File: src/rtl/core/jsva_pkg.sv
// Types and constants shared by the jog switch value adjuster files.
`default_nettype none

package jsva_pkg;

  localparam int unsigned LevelW    = 8;
  localparam int unsigned BarW      = 6;
  localparam int unsigned TimeW     = 32;
  localparam int unsigned IntervalW = 16;
  localparam int unsigned CfgIdxW   = 8;
  localparam int unsigned CfgDataW  = 16;

  // divide-by-5 reciprocal, exact for any 8-bit value
  localparam int unsigned Div5Mul   = 205;
  localparam int unsigned Div5Shift = 10;

  localparam logic [LevelW-1:0]    RstMinValue   = 8'd0;
  localparam logic [LevelW-1:0]    RstMaxValue   = 8'd100;
  localparam logic [IntervalW-1:0] RstFirstDelay = 16'd500;
  localparam logic [IntervalW-1:0] RstRepeat     = 16'd50;

  typedef enum logic [CfgIdxW-1:0] {
    REG_MIN_VALUE   = 8'd0,
    REG_MAX_VALUE   = 8'd1,
    REG_FIRST_DELAY = 8'd2,
    REG_REPEAT      = 8'd3
  } jsva_reg_t;

  typedef struct packed {
    logic             far_left_n;
    logic             near_left_n;
    logic             far_right_n;
    logic             near_right_n;
    logic             toggle_n;
    logic [TimeW-1:0] now_ms;
  } jsva_in_t;

  typedef struct packed {
    logic [LevelW-1:0] level;
    logic [BarW-1:0]   bar_position;
    logic              toggle_on;
  } jsva_out_t;

  typedef struct packed {
    logic [LevelW-1:0]    min_value;
    logic [LevelW-1:0]    max_value;
    logic [IntervalW-1:0] first_delay_ms;
    logic [IntervalW-1:0] repeat_ms;
  } jsva_cfg_t;

  typedef struct packed {
    logic [LevelW-1:0]    level;
    logic [TimeW-1:0]     last_change_ms;
    logic [IntervalW-1:0] interval;
    logic                 left_latched;
    logic                 right_latched;
  } jsva_state_t;

endpackage

`default_nettype wire

File: src/rtl/core/jsva_step.sv
// Next-state and result logic for one switch sample.
`default_nettype none

module jsva_step (
  input  jsva_pkg::jsva_in_t    smp,
  input  jsva_pkg::jsva_cfg_t   cfg,
  input  jsva_pkg::jsva_state_t st,
  output jsva_pkg::jsva_state_t st_nxt,
  output jsva_pkg::jsva_out_t   res
);
  import jsva_pkg::*;

  logic [TimeW-1:0]    elapsed;
  logic                far_due;
  logic                can_down;
  logic                can_up;
  logic [LevelW-1:0]   lvl_dn;
  logic [LevelW-1:0]   lvl_up;
  logic [LevelW+10:0]  bar_prod;

  assign elapsed  = smp.now_ms - st.last_change_ms;
  assign far_due  = elapsed > {{(TimeW-IntervalW){1'b0}}, st.interval};
  assign can_down = st.level > cfg.min_value;
  assign can_up   = st.level < cfg.max_value;
  assign lvl_dn   = st.level - LevelW'(1);
  assign lvl_up   = st.level + LevelW'(1);

  always_comb begin
    st_nxt = st;
    priority if (!smp.far_left_n) begin
      if (far_due && can_down) begin
        st_nxt.level          = lvl_dn;
        st_nxt.last_change_ms = smp.now_ms;
        st_nxt.interval       = cfg.repeat_ms;
      end
    end else if (!smp.near_left_n) begin
      if (!st.left_latched) begin
        st_nxt.left_latched = 1'b1;
        if (can_down) begin
          st_nxt.level          = lvl_dn;
          st_nxt.last_change_ms = smp.now_ms;
        end
      end
    end else if (!smp.far_right_n) begin
      if (far_due && can_up) begin
        st_nxt.level          = lvl_up;
        st_nxt.last_change_ms = smp.now_ms;
        st_nxt.interval       = cfg.repeat_ms;
      end
    end else if (!smp.near_right_n) begin
      if (!st.right_latched) begin
        st_nxt.right_latched = 1'b1;
        if (can_up) begin
          st_nxt.level          = lvl_up;
          st_nxt.last_change_ms = smp.now_ms;
        end
      end
    end else begin
      // all jog contacts open
      st_nxt.left_latched  = 1'b0;
      st_nxt.right_latched = 1'b0;
      st_nxt.interval      = cfg.first_delay_ms;
    end
  end

  assign bar_prod = st_nxt.level * (LevelW+11)'(Div5Mul);

  always_comb begin
    res.level        = st_nxt.level;
    res.bar_position = bar_prod[Div5Shift +: BarW];
    res.toggle_on    = ~smp.toggle_n;
  end

endmodule

`default_nettype wire

File: src/rtl/core/jog_switch_value_adjuster_unit.sv
// Top level of the jog switch value adjuster.
//
// Usage: each request on the in_ channel is one sample of the five active-low
// contacts plus a millisecond timestamp. Every request produces exactly one
// result on the out_ channel: the adjusted level, level/5 and the toggle state.
// Samples are registered, then one pass of step logic updates the counter
// state and writes the result register, so a result passes through the input
// register and then the result register. Throughput is one sample per cycle
// while the receiver does not stall; the state (level, timestamp, interval,
// latches) is written in the same cycle as the result register.
// When the receiver stalls, the result register holds and the input register
// still takes one more request; in_ready drops only when both are full.
// cfg_ requests write bounds and intervals; cfg_ready is always high and
// indexes beyond the register list are ignored.
// Reset (rst_n low, synchronous) empties both stages, sets level, timestamp
// and latches to zero, the interval to 500 and the registers to their
// defaults: min 0, max 100, first delay 500, repeat 50.
`default_nettype none

module jog_switch_value_adjuster_unit (
  input  wire                                  clk,
  input  wire                                  rst_n,
  input  wire                                  in_valid,
  output logic                                 in_ready,
  input  jsva_pkg::jsva_in_t                   in_data,
  output logic                                 out_valid,
  input  wire                                  out_ready,
  output jsva_pkg::jsva_out_t                  out_data,
  input  wire                                  cfg_valid,
  output logic                                 cfg_ready,
  input  wire [jsva_pkg::CfgIdxW-1:0]          cfg_index,
  input  wire [jsva_pkg::CfgDataW-1:0]         cfg_data
);
  import jsva_pkg::*;

  logic        smp_vld_r;
  jsva_in_t    smp_r;
  jsva_cfg_t   cfg_r;
  jsva_state_t st_r;
  jsva_state_t st_nxt;
  jsva_out_t   res_nxt;
  jsva_out_t   res_r;
  logic        res_vld_r;
  logic        smp_adv;

  assign smp_adv   = smp_vld_r && (!res_vld_r || out_ready);
  assign in_ready  = !smp_vld_r || smp_adv;
  assign cfg_ready = 1'b1;
  assign out_valid = res_vld_r;
  assign out_data  = res_r;

  jsva_step u_step (
    .smp    (smp_r),
    .cfg    (cfg_r),
    .st     (st_r),
    .st_nxt (st_nxt),
    .res    (res_nxt)
  );

  always_ff @(posedge clk) begin
    if (!rst_n) begin
      smp_vld_r <= 1'b0;
      res_vld_r <= 1'b0;
      st_r      <= '{level: '0, last_change_ms: '0, interval: RstFirstDelay,
                     left_latched: 1'b0, right_latched: 1'b0};
    end else begin
      if (in_ready) smp_vld_r <= in_valid;
      if (smp_adv) begin
        res_vld_r <= 1'b1;
        st_r      <= st_nxt;
      end else if (out_ready) begin
        res_vld_r <= 1'b0;
      end
    end
  end

  always_ff @(posedge clk) begin
    if (in_valid && in_ready) smp_r <= in_data;
    if (smp_adv) res_r <= res_nxt;
  end

  always_ff @(posedge clk) begin
    if (!rst_n) begin
      cfg_r <= '{min_value: RstMinValue, max_value: RstMaxValue,
                 first_delay_ms: RstFirstDelay, repeat_ms: RstRepeat};
    end else if (cfg_valid) begin
      unique case (cfg_index)
        REG_MIN_VALUE:   cfg_r.min_value      <= cfg_data[LevelW-1:0];
        REG_MAX_VALUE:   cfg_r.max_value      <= cfg_data[LevelW-1:0];
        REG_FIRST_DELAY: cfg_r.first_delay_ms <= cfg_data;
        REG_REPEAT:      cfg_r.repeat_ms      <= cfg_data;
        default: ;
      endcase
    end
  end

endmodule

`default_nettype wire

File: config.mk
export PLATFORM = sky130hd
export DESIGN_NAME = jog_switch_value_adjuster_unit
export DESIGN_NICKNAME = d
export VERILOG_FILES = /design/src/rtl/core/jsva_pkg.sv /design/src/rtl/core/jsva_step.sv /design/src/rtl/core/jog_switch_value_adjuster_unit.sv
export SDC_FILE = /design/constraint.sdc
export NUM_CORES = 1
export LEC_CHECK = 0
export BUFFER_PORTS_ARGS = -buffer_cell sky130_fd_sc_hd__buf_2
export CAP_MARGIN = 20
export CORE_MARGIN = 2
export CORE_UTILIZATION = 45
export CTS_BUF_LIST = sky130_fd_sc_hd__clkbuf_8 sky130_fd_sc_hd__clkbuf_16
export DETAILED_ROUTE_END_ITERATION = 6
export HOLD_SLACK_MARGIN = 0.08
export PLACE_DENSITY = 0.7
export SLEW_MARGIN = 20
export SYNTH_ARGS = -nofsm -noshare
export SYNTH_HDL_FRONTEND = slang
export SYNTH_SLANG_ARGS = --single-unit
File: constraint.sdc
create_clock -name clk -period 9.2 [get_ports clk]
set_input_delay 0 -clock clk [delete_from_list [all_inputs] [get_ports clk]]
set_output_delay 0 -clock clk [all_outputs]
set_load 0.02 [all_outputs]
-- Yosys cells after proc, flatten, opt, wreduce, memory -nomap -nowiden
Cells that the tools add are included.
- register bits: 160
- input bits: 66
- output and inout port bits: 18
- word-level logic and storage cells: 78
- add/sub/neg operators: 3
- multipliers: 1
- order comparisons: 3
- eq/ne operators: 14
- mux-type cells: 17
- bitwise operators: 1
- reductions and logical operators: 19
- operators by type and width (cell ; count):
    $mux W40 ; 6
    $mux W56 ; 4
    $gt A32 B16 Y1 ; 1
    $sub A32 B32 Y32 ; 1
    $mux W17 ; 1
    $eq A8 B2 Y1 const B ; 2
    $mul A8 B8 Y16 const B ; 1
    $mux W16 ; 1
    $add A8 B1 Y8 const B ; 1
    $eq A8 B1 Y1 const B ; 1
    $gt A8 B8 Y1 ; 1
    $logic_not A8 Y1 ; 1
    $lt A8 B8 Y1 ; 1
    $ne A4 B3 Y1 const B ; 2
    $ne A4 B4 Y1 const B ; 2
    $reduce_and A2 Y1 ; 4
    $reduce_and A4 Y1 ; 2
    $reduce_and A8 Y1 ; 1
    $sub A8 B1 Y8 const B ; 1
    $ne A2 B2 Y1 const B ; 3
    $ne A3 B2 Y1 const B ; 2
    $ne A3 B3 Y1 const B ; 2
    $reduce_and A5 Y1 ; 1
    $logic_and A1 B1 Y1 ; 4
    6 further kinds ; 12

-- Longest topological paths before layout
Gate-level depths: netlist of run 1.
- depth in word-level cells: 8
- gate-level depth with buffers: 39
- mapped depth without buffers: 37

-- Hierarchy
From an unflattened synthesis of run 1, not the netlist that was laid out.
- cells, all modules: 1350
- area total of the unflattened synthesis: 11313.4 sq um
- modules (own cells, without submodules) (module ; times used ; cells each ; area each (sq um) ; sequential area each (sq um)):
    jog_switch_value_adjuster_unit ; 1 ; 516 ; 5694.2 ; 3723.6
    jsva_step ; 1 ; 834 ; 5619.1 ; 0.0

-- Least setup slack after synthesis of run 1
Ideal clock, no wire load.
- path type: reg2reg
- from: register smp_r[4] (netlist name)
- to: register res_r, in the netlist out_data[6], data pin
- setup time: 136 ps
- arrival time: 7811 ps
- data required time: 9064 ps
- setup slack: 1253 ps
- cell stages (with the launch flop): 38
- path buffers: 1
- clock period less this slack: 7947 ps
- path through: edfxtp_1 -> ha_1 -> a21o_1 -> a31o_2 -> o2111ai_2 -> nand2_1 -> a21oi_1 -> o21bai_1 -> a21oi_1 -> xnor2_1 -> ha_1 -> nand4_1 -> nor3_1 -> a2111oi_0 -> o211ai_1 -> o21ai_0 -> o2111ai_1 -> nor4_2 -> [2 not listed] -> buf_2 -> and4_1 -> nor3_1 -> or3_1 -> inv_1 -> ha_1 -> ha_1 -> inv_1 -> fa_1 -> fa_1 -> inv_1 -> ha_1 -> o211ai_1 -> nand2_1 -> a21oi_1 -> o31ai_2 -> or4_1 -> nand3_1
- RTL lines (element ; line ; text):
    from (decl) ; jog_switch_value_adjuster_unit.sv:37 ; jsva_in_t smp_r;
    from (signal assigned) ; jog_switch_value_adjuster_unit.sv:78 ; if (in_valid && in_ready) smp_r <= in_data;
    to (signal assigned) ; jog_switch_value_adjuster_unit.sv:79 ; if (smp_adv) res_r <= res_nxt;
    to (decl) ; jog_switch_value_adjuster_unit.sv:42 ; jsva_out_t res_r;

==> run metrics, run 1 <==
area added between synthesis and finish=18.0%; Worst Hold Class=in2reg; cells after synthesis=1140; CP Launch Type=flop; initial antenna violation count=0; Vias=8713; max-slew violations=0; die area=about 25000 sq um; Static Leak=around 5.3 nW; crit-path leading delay family=compound AO/OA/AOI/OAI gates; Avg Cell Area, Syn=9.22 sq um; routability cong.=0.926; CP Class=reg2reg; pin count of the biggest net entering global routing=111; register bit count reported by yosys=160; most common cell after layout, fill and taps aside=nand2_1; # setup viols final=0; final period utilization=0.946; Root Buffer=clkbuf_16; Post-Syn Nets=~1300; crit-path max cell delay=520 ps; Hold WS=110 ps; Final ANT Viol Nets=0; # IOs=between 80 and 90; clk slew on worst S/H paths=around 80 ps; Max Cap Viol=0; most frequent cells in the layout=nand2_1, ha_1, dfxtp_1; largest cells by area after synthesis=dfxtp_1, edfxtp_1, ha_1; dpl cell area=11100 sq um; iteration count of the initial detailed-routing pass=5; pwr/cell area=243 nW/um^2; GRT Total Usage=0.207; vias in the first global route=8320; Final Util=0.545; core area=22800 sq um; crit end category=flop; synthesized area=10500 sq um; WP data arrival=9010 ps; Synth Flop Type=dfxtp_1; Iter 0 DRT Violations=555; H-tree depth=4; die width=157 um; HPWL Detailed=between 15000 and 20000 um; Yosys warnings=0; fill cell total of the finished layout=~2000; setup TNS=0 ps; slew margin rel.=0.267; Finished Cell Area=12400 sq um; DR vias/cell=5.51; clock sinks=160; # nets final=1438; Max stage delay cell, worst path=fa_1; post-route minimum period=approximately 8700 ps; Die H=157 um; Clock Skews=11.2 ps; Detailed Route WL=24600 um; WL/cell=15.6 um; insertion delay to the later sink of the worst-skew pair=roughly 440 ps; CTS max path bufs=2; Fmax=0.115 GHz; Seq/Total Area, Yosys=0.354; Antenna Cells=0; Rows=55; share of cells above drive strength 1=0.122; CTS Buf Count=17; Post-synth EDFFs=52; grt ovf=0; Pwr Total=0.00301 W; Port Buffers=82; Max VDD drop=0.231 mV; post-CTS setup repair buffer count=0; DRC viols=0; outcome=complete, no violations; global-route wire length before repair=40600 um; initial core utilization=0.462; Worst EP required=roughly 9500 ps; Multi-input gate area=6250 sq um; Reg area=3720 sq um; worst path bufs/invs=2; RSZ-0062 raised after global routing=no; Synth cell types=84; cell mode on critical path=ha_1; dominant cell type by area after synthesis=dfxtp_1; CP Max Fanout=11; post-synth top area share=0.206; Post-synth ARST share=0; worst slew pin tran=1100 ps; CTS tree=done; Final Hold Vio Count=0
## per-stage QoR
stage,cells,setup slack (ps)
floorplan,1140,1250
global placement,1483,706
detailed placement,1483,478
finish,1581,495
CTS,1581,432
global route,1581,1.81
## Yosys cell counts, types with 4 or more instances
| cell type | count |
|---|---|
| and2_1 | 11 |
| edfxtp_1 | 52 |
| nand2b_1 | 7 |
| o211a_1 | 13 |
| o211ai_1 | 12 |
| o21ai_1 | 6 |
| o21ai_0 | 29 |
| xnor2_1 | 21 |
| buf_1 | 4 |
| or2_2 | 6 |
| a21boi_0 | 13 |
| nand3_1 | 18 |
| a211oi_1 | 10 |
| a31oi_1 | 9 |
| nor4_1 | 6 |
| and3_1 | 8 |
| mux2i_1 | 67 |
| a22o_1 | 9 |
| dfxtp_1 | 108 |
| a22oi_1 | 11 |
| o21a_1 | 10 |
| o2bb2ai_1 | 4 |
| nand2_1 | 118 |
| inv_1 | 95 |
| clkbuf_1 | 43 |
| nand4_1 | 22 |
| xor2_1 | 18 |
| nor2_1 | 46 |
| nor2b_1 | 66 |
| buf_2 | 7 |
| fa_1 | 9 |
| or3_1 | 5 |
| a21oi_1 | 55 |
| o41ai_1 | 4 |
| a211o_1 | 4 |
| a21o_1 | 20 |
| ha_1 | 108 |
| nor3_1 | 17 |
## layout make-up
type / count / share of cell area
Clock inverter: 15 / 0.0117
Inverter: 97 / 0.0294
Multi-Input combinational cell: 827 / 0.504
Sequential cell: 160 / 0.300
Clock buffer: 17 / 0.0343
Timing Repair Buffer: 152 / 0.0888
Tap cell: 313 / 0.0316
## power breakdown
part | leakage (nW) | switching (W) | total, W | internal (W)
logic | 3.58 | 0.000841 | 0.00146 | 0.000623
clock network | 0.288 | 0.000337 | 0.000696 | 0.000360
registers | 1.38 | 0.0000343 | 0.000853 | 0.000819
total | 5.25 | 0.00121 | 0.00301 | 0.00180
## logic make-up after synthesis
| logic type | count (synthesis) | share of synthesized area |
|---|---|---|
| buffers and inverters | 153 | 0.0562 |
| multiplexers | 70 | 0.0673 |
| AO/OA/AOI/OAI | 251 | 0.174 |
| XOR/XNOR | 39 | 0.0325 |
| other | 1 | 0.000357 |
| adder cells (fa/ha/maj) | 117 | 0.146 |
| flip-flops | 160 | 0.354 |
| AND/OR/NAND/NOR | 349 | 0.170 |
## worst reg2reg max path, delay by kind of cell, from the launching register on
kind / cells / cell delay (ps)
compound gates: 15 / 3140
fa+ha+maj: 7 / 2450
xor+xnor: 1 / 140
buf+inv: 2 / 90
simple gates: 10 / 2080
mux: 1 / 300
flops: 1 / 390
## path summary, 6_finish.rpt
kind | depth (start not counted) | start | to | slack [ps]
worst max register to register | 36 | smp_r[4] | out_data[6] | 500
worst min register to register | 2 | cfg_r[26] | cfg_r[26] | 470
worst max-delay path | 36 | smp_r[4] | out_data[6] | 500
worst min-delay path | 5 | cfg_index[1] | cfg_r[19] | 110
## state kept, by name, indices dropped and copies added, names as in the netlist
name,count
cfg_r,48
out_data,15
smp_vld_r,1
smp_r,37
out_valid,1
st_r,58
## routing by layer
metal / vias up / GRT usage / share of wire
li1: 4310 / - / -
met1: 4166 / 0.262 / 0.45
met2: 201 / 0.361 / 0.50
met3: 36 / 0.0352 / 0.036
met4: 0 / 0.0581 / 0.015
met5: - / 0 / 0
## timing repair
action                                  in CTS  in global routing
hold buffers                                66                  0
endpoints found under the setup margin       0                  3
gates resized for setup                      0                  8
endpoints found under the hold margin       87                  0
(Power assumes the default switching activity.)
==> run 2: changes to the inputs <==
--- a/config.mk
+++ b/config.mk
@@ -8,11 +8,11 @@
 export BUFFER_PORTS_ARGS = -buffer_cell sky130_fd_sc_hd__buf_2
 export CAP_MARGIN = 20
 export CORE_MARGIN = 2
-export CORE_UTILIZATION = 45
+export CORE_UTILIZATION = 55
 export CTS_BUF_LIST = sky130_fd_sc_hd__clkbuf_8 sky130_fd_sc_hd__clkbuf_16
 export DETAILED_ROUTE_END_ITERATION = 6
 export HOLD_SLACK_MARGIN = 0.08
-export PLACE_DENSITY = 0.7
+export PLACE_DENSITY = 0.81
 export SLEW_MARGIN = 20
 export SYNTH_ARGS = -nofsm -noshare
 export SYNTH_HDL_FRONTEND = slang
==> run 2 against run 1 <==
Compared with the run above: non-clock buffer count fell by 9; sequential cell count unchanged; largest cell class unchanged; sequential share of layout area increased by 0.44 points; combinational power about the same.
==> run metrics, run 2 (synthesized netlist as in run 1, its figures left out) <==
RSZ-0062 raised after global routing=no; Finished Layout Cells=1493 (-5.6%); outcome=complete, no violations; Final Hold Vio Count=0 (unchanged); CP Class=reg2reg; Final WS setup=532 ps (+37.3 ps); # nets final=1429 (-0.63%); most flop-heavy register=st_r; Multi-input gate area=6260 sq um (+0.18%); core area=18700 sq um (-18%); routability cong.=0.950 (+2.6%); GRT Total Usage=0.246 (+0.0392); worst slew pin tran=1030 ps (-67.2 ps); CP Max Fanout=11 (unchanged); max-slew violations=0 (unchanged); Max stage delay cell, worst path=fa_1; CP Launch Type=flop; Iter 0 DRT Violations=581 (+4.7%); clk slew on worst S/H paths=70 ps (about the same); Root Buffer=clkbuf_16; dpl cell area=11000 sq um (-0.91%); pwr/cell area=247 nW/um^2 (+1.6%); Reg area=3720 sq um (unchanged); Fmax=0.115 GHz (+0.43%); iteration count of the initial detailed-routing pass=5 (unchanged); HPWL Detailed=16900 um (-1.3%); CTS Buf Count=17 (unchanged); Max VDD drop=0.217 mV (-6.1%); # IOs=84 (unchanged); most frequent cells in the layout=nand2_1, ha_1, dfxtp_1; post-route minimum period=8670 ps (-37.3 ps); most common cell after layout, fill and taps aside=nand2_1; Detailed Route WL=24000 um (-2.3%); slew margin rel.=0.314 (+0.0469); # setup viols final=0 (unchanged); pin count of the biggest net entering global routing=111 (unchanged); die area=20200 sq um (-18%); Vias=8683 (-0.34%); initial core utilization=0.562 (+0.101); crit end category=flop; Static Leak=5.23 nW (-0.32%); die width=142 um (-9.3%); cell mode on critical path=ha_1; initial antenna violation count=0 (unchanged); Finished Cell Area=12200 sq um (-1.4%); Regs by FF count=st_r (58), cfg_r (48), smp_r (37); CTS max path bufs=2 (unchanged); DRC viols=0 (unchanged); global-route wire length before repair=40100 um (-1.3%); Die H=142 um (-9.3%); WL/cell=16.1 um (+3.4%); CTS tree=done; Clock Skews=21.6 ps (+10.5 ps); Final ANT Viol Nets=0 (unchanged); setup TNS=0 ps (unchanged); grt ovf=0 (unchanged); H-tree depth=4 (unchanged); area added between synthesis and finish=16.3%; DR vias/cell=5.82 (+5.5%); WP data arrival=8970 ps (-40 ps); Worst EP required=9500 ps (about the same); insertion delay to the later sink of the worst-skew pair=450 ps (about the same); Port Buffers=82 (unchanged); clock sinks=160 (unchanged); Worst Hold Class=in2reg; final period utilization=0.942 (-0.00405); Max Cap Viol=0 (unchanged); share of cells above drive strength 1=0.125 (+0.00246); Antenna Cells=0 (unchanged); fill cell total of the finished layout=1472 (-28%); vias in the first global route=8409 (+1.1%); Rows=50 (-9.1%); cell count after placement=1404 (-5.3%); Largest register FFs=58 (unchanged); crit-path max cell delay=530 ps (about the same); Post-Place Setup Slack=449 ps (-28.7 ps)
## run 2: changes by cell type in the layout (fill, tap and decap cells not counted), sizes merged
cell / previous run / this run
buf: 86 / 87
clkinv: 6 / 5
clkinvlp: 0 / 1
dlygate4sd3: 66 / 56
## run 2: power breakdown
part           switching, W  internal (W)
Clock              0.000334      0.000360
Sequential        0.0000356      0.000819
Combinational      0.000842      0.000628
Total               0.00121       0.00181
## run 2: routing by layer
metal,GRT usage,vias to the layer above,wire length [um]
met3,0.0427,40,867
met5,0,-,0
met4,0.0953,0,599
met2,0.417,199,11500
met1,0.313,4155,11100
li1,-,4289,-
## run 2: worst paths after layout
kind	from	end	slack [ps]	depth (start not counted)
max	smp_r[4]	out_data[6]	530	36
min	cfg_index[0]	cfg_r[28]	70	4
max reg2reg	smp_r[4]	out_data[6]	530	36
min reg2reg	cfg_r[26]	cfg_r[26]	470	2
## run 2: final cells by class
type | count | share of cell area
timing repair buffer | 143 | 0.0825
multi-input combinational | 827 | 0.512
inverter | 97 | 0.0298
tap | 234 | 0.0239
sequential | 160 | 0.305
clock buffer | 17 | 0.0348
clock inverter | 15 | 0.0120
## run 2: what timing repair did
item / in CTS / in global routing
gates resized for setup: 0 / 8
setup endpoints to repair: 0 / 3
hold buffers: 56 / 0
hold endpoints to repair: 87 / 0
setup buffers: 0 / 1
## run 2: through the flow
step            util  total power, W  hold WS, ps
3_5_place_dp   0.590         0.00231          178
6_report       0.654         0.00302         69.7
2_1_floorplan      -         0.00196         98.9
3_3_place_gp   0.590         0.00225          177
5_1_grt        0.654         0.00328         96.4
4_1_cts        0.650         0.00302          143
## run 2: critical path, delay by kind of cell (launching register included)
kind / cells / cell delay, ps
buffers and inverters: 2 / 100
xor gates and xnor gates: 1 / 140
DFF: 1 / 400
adders and majority gates: 7 / 2450
and+or+nand+nor: 9 / 1810
muxes: 1 / 290
AOI/OAI and AO/OA: 16 / 3340
==> run 3: changes to the inputs <==
==> constraint.sdc (replaced) <==
create_clock -name clk -period 9.75 [get_ports clk]
set_input_delay 0 -clock clk [delete_from_list [all_inputs] [get_ports clk]]
set_output_delay 0 -clock clk [all_outputs]
set_load 0.02 [all_outputs]
==> run 3 against run 2 <==
Compared with the run above: final cell count down 0.13%; cell area down 0.54%; sequential cell count did not move; die area unchanged; clock skew is 12 ps lower; setup slack improved by 350 ps; sequential power down 5.6%; global-route usage decreased by 0.17 points; critical endpoint unchanged; non-clock buffer count decreased by 2; register-to-register slack improved by 350 ps; clock-buffer cell count unchanged; utilization fell by 0.35 points.
==> run metrics, run 3 (synthesized netlist as in run 1, its figures left out) <==
clk slew on worst S/H paths=70 ps (about the same); # nets final=1427 (-0.14%); H-tree depth=4 (unchanged); Root Buffer=clkbuf_16; Static Leak=5.22 nW (-0.35%); die area=20200 sq um (unchanged); WP data arrival=9170 ps (+200 ps); core area=18700 sq um (unchanged); cell count after placement=1403 (-0.071%); slew margin rel.=0.257 (-0.0565); RSZ-0062 raised after global routing=no; DR vias/cell=5.82 (about the same); final period utilization=0.909 (-0.0330); Worst EP required=10050 ps (+550 ps); Final Hold Vio Count=0 (unchanged); iteration count of the initial detailed-routing pass=7 (+2); DRC viols=0 (unchanged); most common cell after layout, fill and taps aside=nand2_1; Detailed Route WL=24200 um (+0.65%); CTS tree=done; fill cell total of the finished layout=1485 (+0.88%); setup TNS=0 ps (unchanged); Finished Layout Cells=1491 (-0.13%); Max Cap Viol=0 (unchanged); Iter 0 DRT Violations=655 (+13%); Vias=8672 (-0.13%); worst slew pin tran=1110 ps (+81.7 ps); max-slew violations=0 (unchanged); post_cts resized=0 (unchanged); CP Launch Type=flop; met2 Use GR=0.426 (+0.00915); CP Class=reg2reg; CTS max path bufs=2 (unchanged); # setup viols final=0 (unchanged); share of cells above drive strength 1=0.119 (-0.00617); # IOs=84 (unchanged); Hold WS=44.6 ps (-25.1 ps); pin count of the biggest net entering global routing=111 (unchanged); initial core utilization=0.562 (unchanged); crit-path max cell delay=540 ps (about the same); CTS Buf Count=17 (unchanged); Largest register FFs=58 (unchanged); Fmax=0.113 GHz (-2.2%); GR peak layer=met2; CP Max Fanout=11 (unchanged); initial antenna violation count=0 (unchanged); cell mode on critical path=ha_1; outcome=complete, no violations; Max VDD drop=0.181 mV (-17%); most frequent cells in the layout=nand2_1, ha_1, dfxtp_1; insertion delay to the later sink of the worst-skew pair=440 ps (about the same); M1 GR Usage=0.296 (-0.0166); clock sinks=160 (unchanged); Port Buffers=82 (unchanged); grt ovf=0 (unchanged); Die H=142 um (unchanged); routability cong.=0.949 (-0.12%); pwr/cell area=232 nW/um^2 (-6.1%); met3 usage in global routing=0.0394 (-0.00336); Finished Cell Area=12200 sq um (-0.54%); WL/cell=16.2 um (+0.79%); post-route minimum period=8860 ps (+197 ps); area added between synthesis and finish=15.6%; Worst Hold Class=in2reg; Final ANT Viol Nets=0 (unchanged); Rows=50 (unchanged); Antenna Cells=0 (unchanged); HPWL Detailed=16900 um (-0.25%); crit end category=flop; Clock Skews=9.18 ps (-12.4 ps); Final Util=0.650 (-0.00355); most flop-heavy register=st_r; global-route wire length before repair=39800 um (-0.86%); Regs by FF count=st_r (58), cfg_r (48), smp_r (37); vias in the first global route=8515 (+1.3%); die width=142 um (unchanged); dpl cell area=11000 sq um (about the same); GRT Total Usage=0.244 (-0.00168); Max stage delay cell, worst path=fa_1
-- run 3: worst max-delay path: cells and delay by family, from the launching register on --
kind	cells	cell delay (ps)
AO/OA/AOI/OAI	15	3510
adder cells (fa/ha/maj)	7	2540
AND/OR/NAND/NOR	9	1790
flip-flops	1	390
XOR/XNOR	2	300
multiplexers	1	110
buffers and inverters	2	110
-- run 3: path summary, 6_finish.rpt --
| kind | start | endpoint | slack [ps] | depth (start not counted) |
|---|---|---|---|---|
| max reg2reg | smp_r[4] | out_data[6] | 890 | 36 |
| min reg2reg | cfg_r[25] | cfg_r[25] | 470 | 2 |
| min | cfg_index[0] | cfg_r[19] | 40 | 4 |
| max | smp_r[4] | out_data[6] | 890 | 36 |
-- run 3: where the power goes --
| part | switching [W] | internal [W] | total (W) |
|---|---|---|---|
| Sequential | 0.0000341 | 0.000773 | 0.000807 |
| Combinational | 0.000782 | 0.000579 | 0.00136 |
| Clock | 0.000310 | 0.000340 | 0.000650 |
-- run 3: metal layers --
metal,share of wire,wire length [um]
met5,0,0
met4,0.030,714
met3,0.044,1050
met2,0.48,11600
met1,0.45,10800
-- run 3: final cells by class --
| type | instances | area (sq um) | share of cell area |
|---|---|---|---|
| inverter | 97 | 364 | 0.0299 |
| sequential | 160 | 3720 | 0.306 |
| timing repair buffer | 141 | 993 | 0.0817 |
| multi-input combinational | 827 | 6210 | 0.511 |
| clock inverter | 15 | 146 | 0.0120 |
| tap | 234 | 293 | 0.0241 |
| clock buffer | 17 | 425 | 0.0350 |
-- run 3: metrics by stage --
step / setup WS [ps] / total power (W)
after global placement: 1310 / 0.00212
final: 886 / 0.00282
after CTS: 937 / 0.00284
after detailed placement: 984 / 0.00217
after floorplan: 1800 / 0.00185
after global routing: 306 / 0.00307
-- run 3: timing repair --
| action | CTS | global route |
|---|---|---|
| setup endpoints to repair | 0 | 0 |
| hold buffers | 56 | 0 |
| hold endpoints to repair | 87 | 0 |
| setup buffers | 0 | 0 |
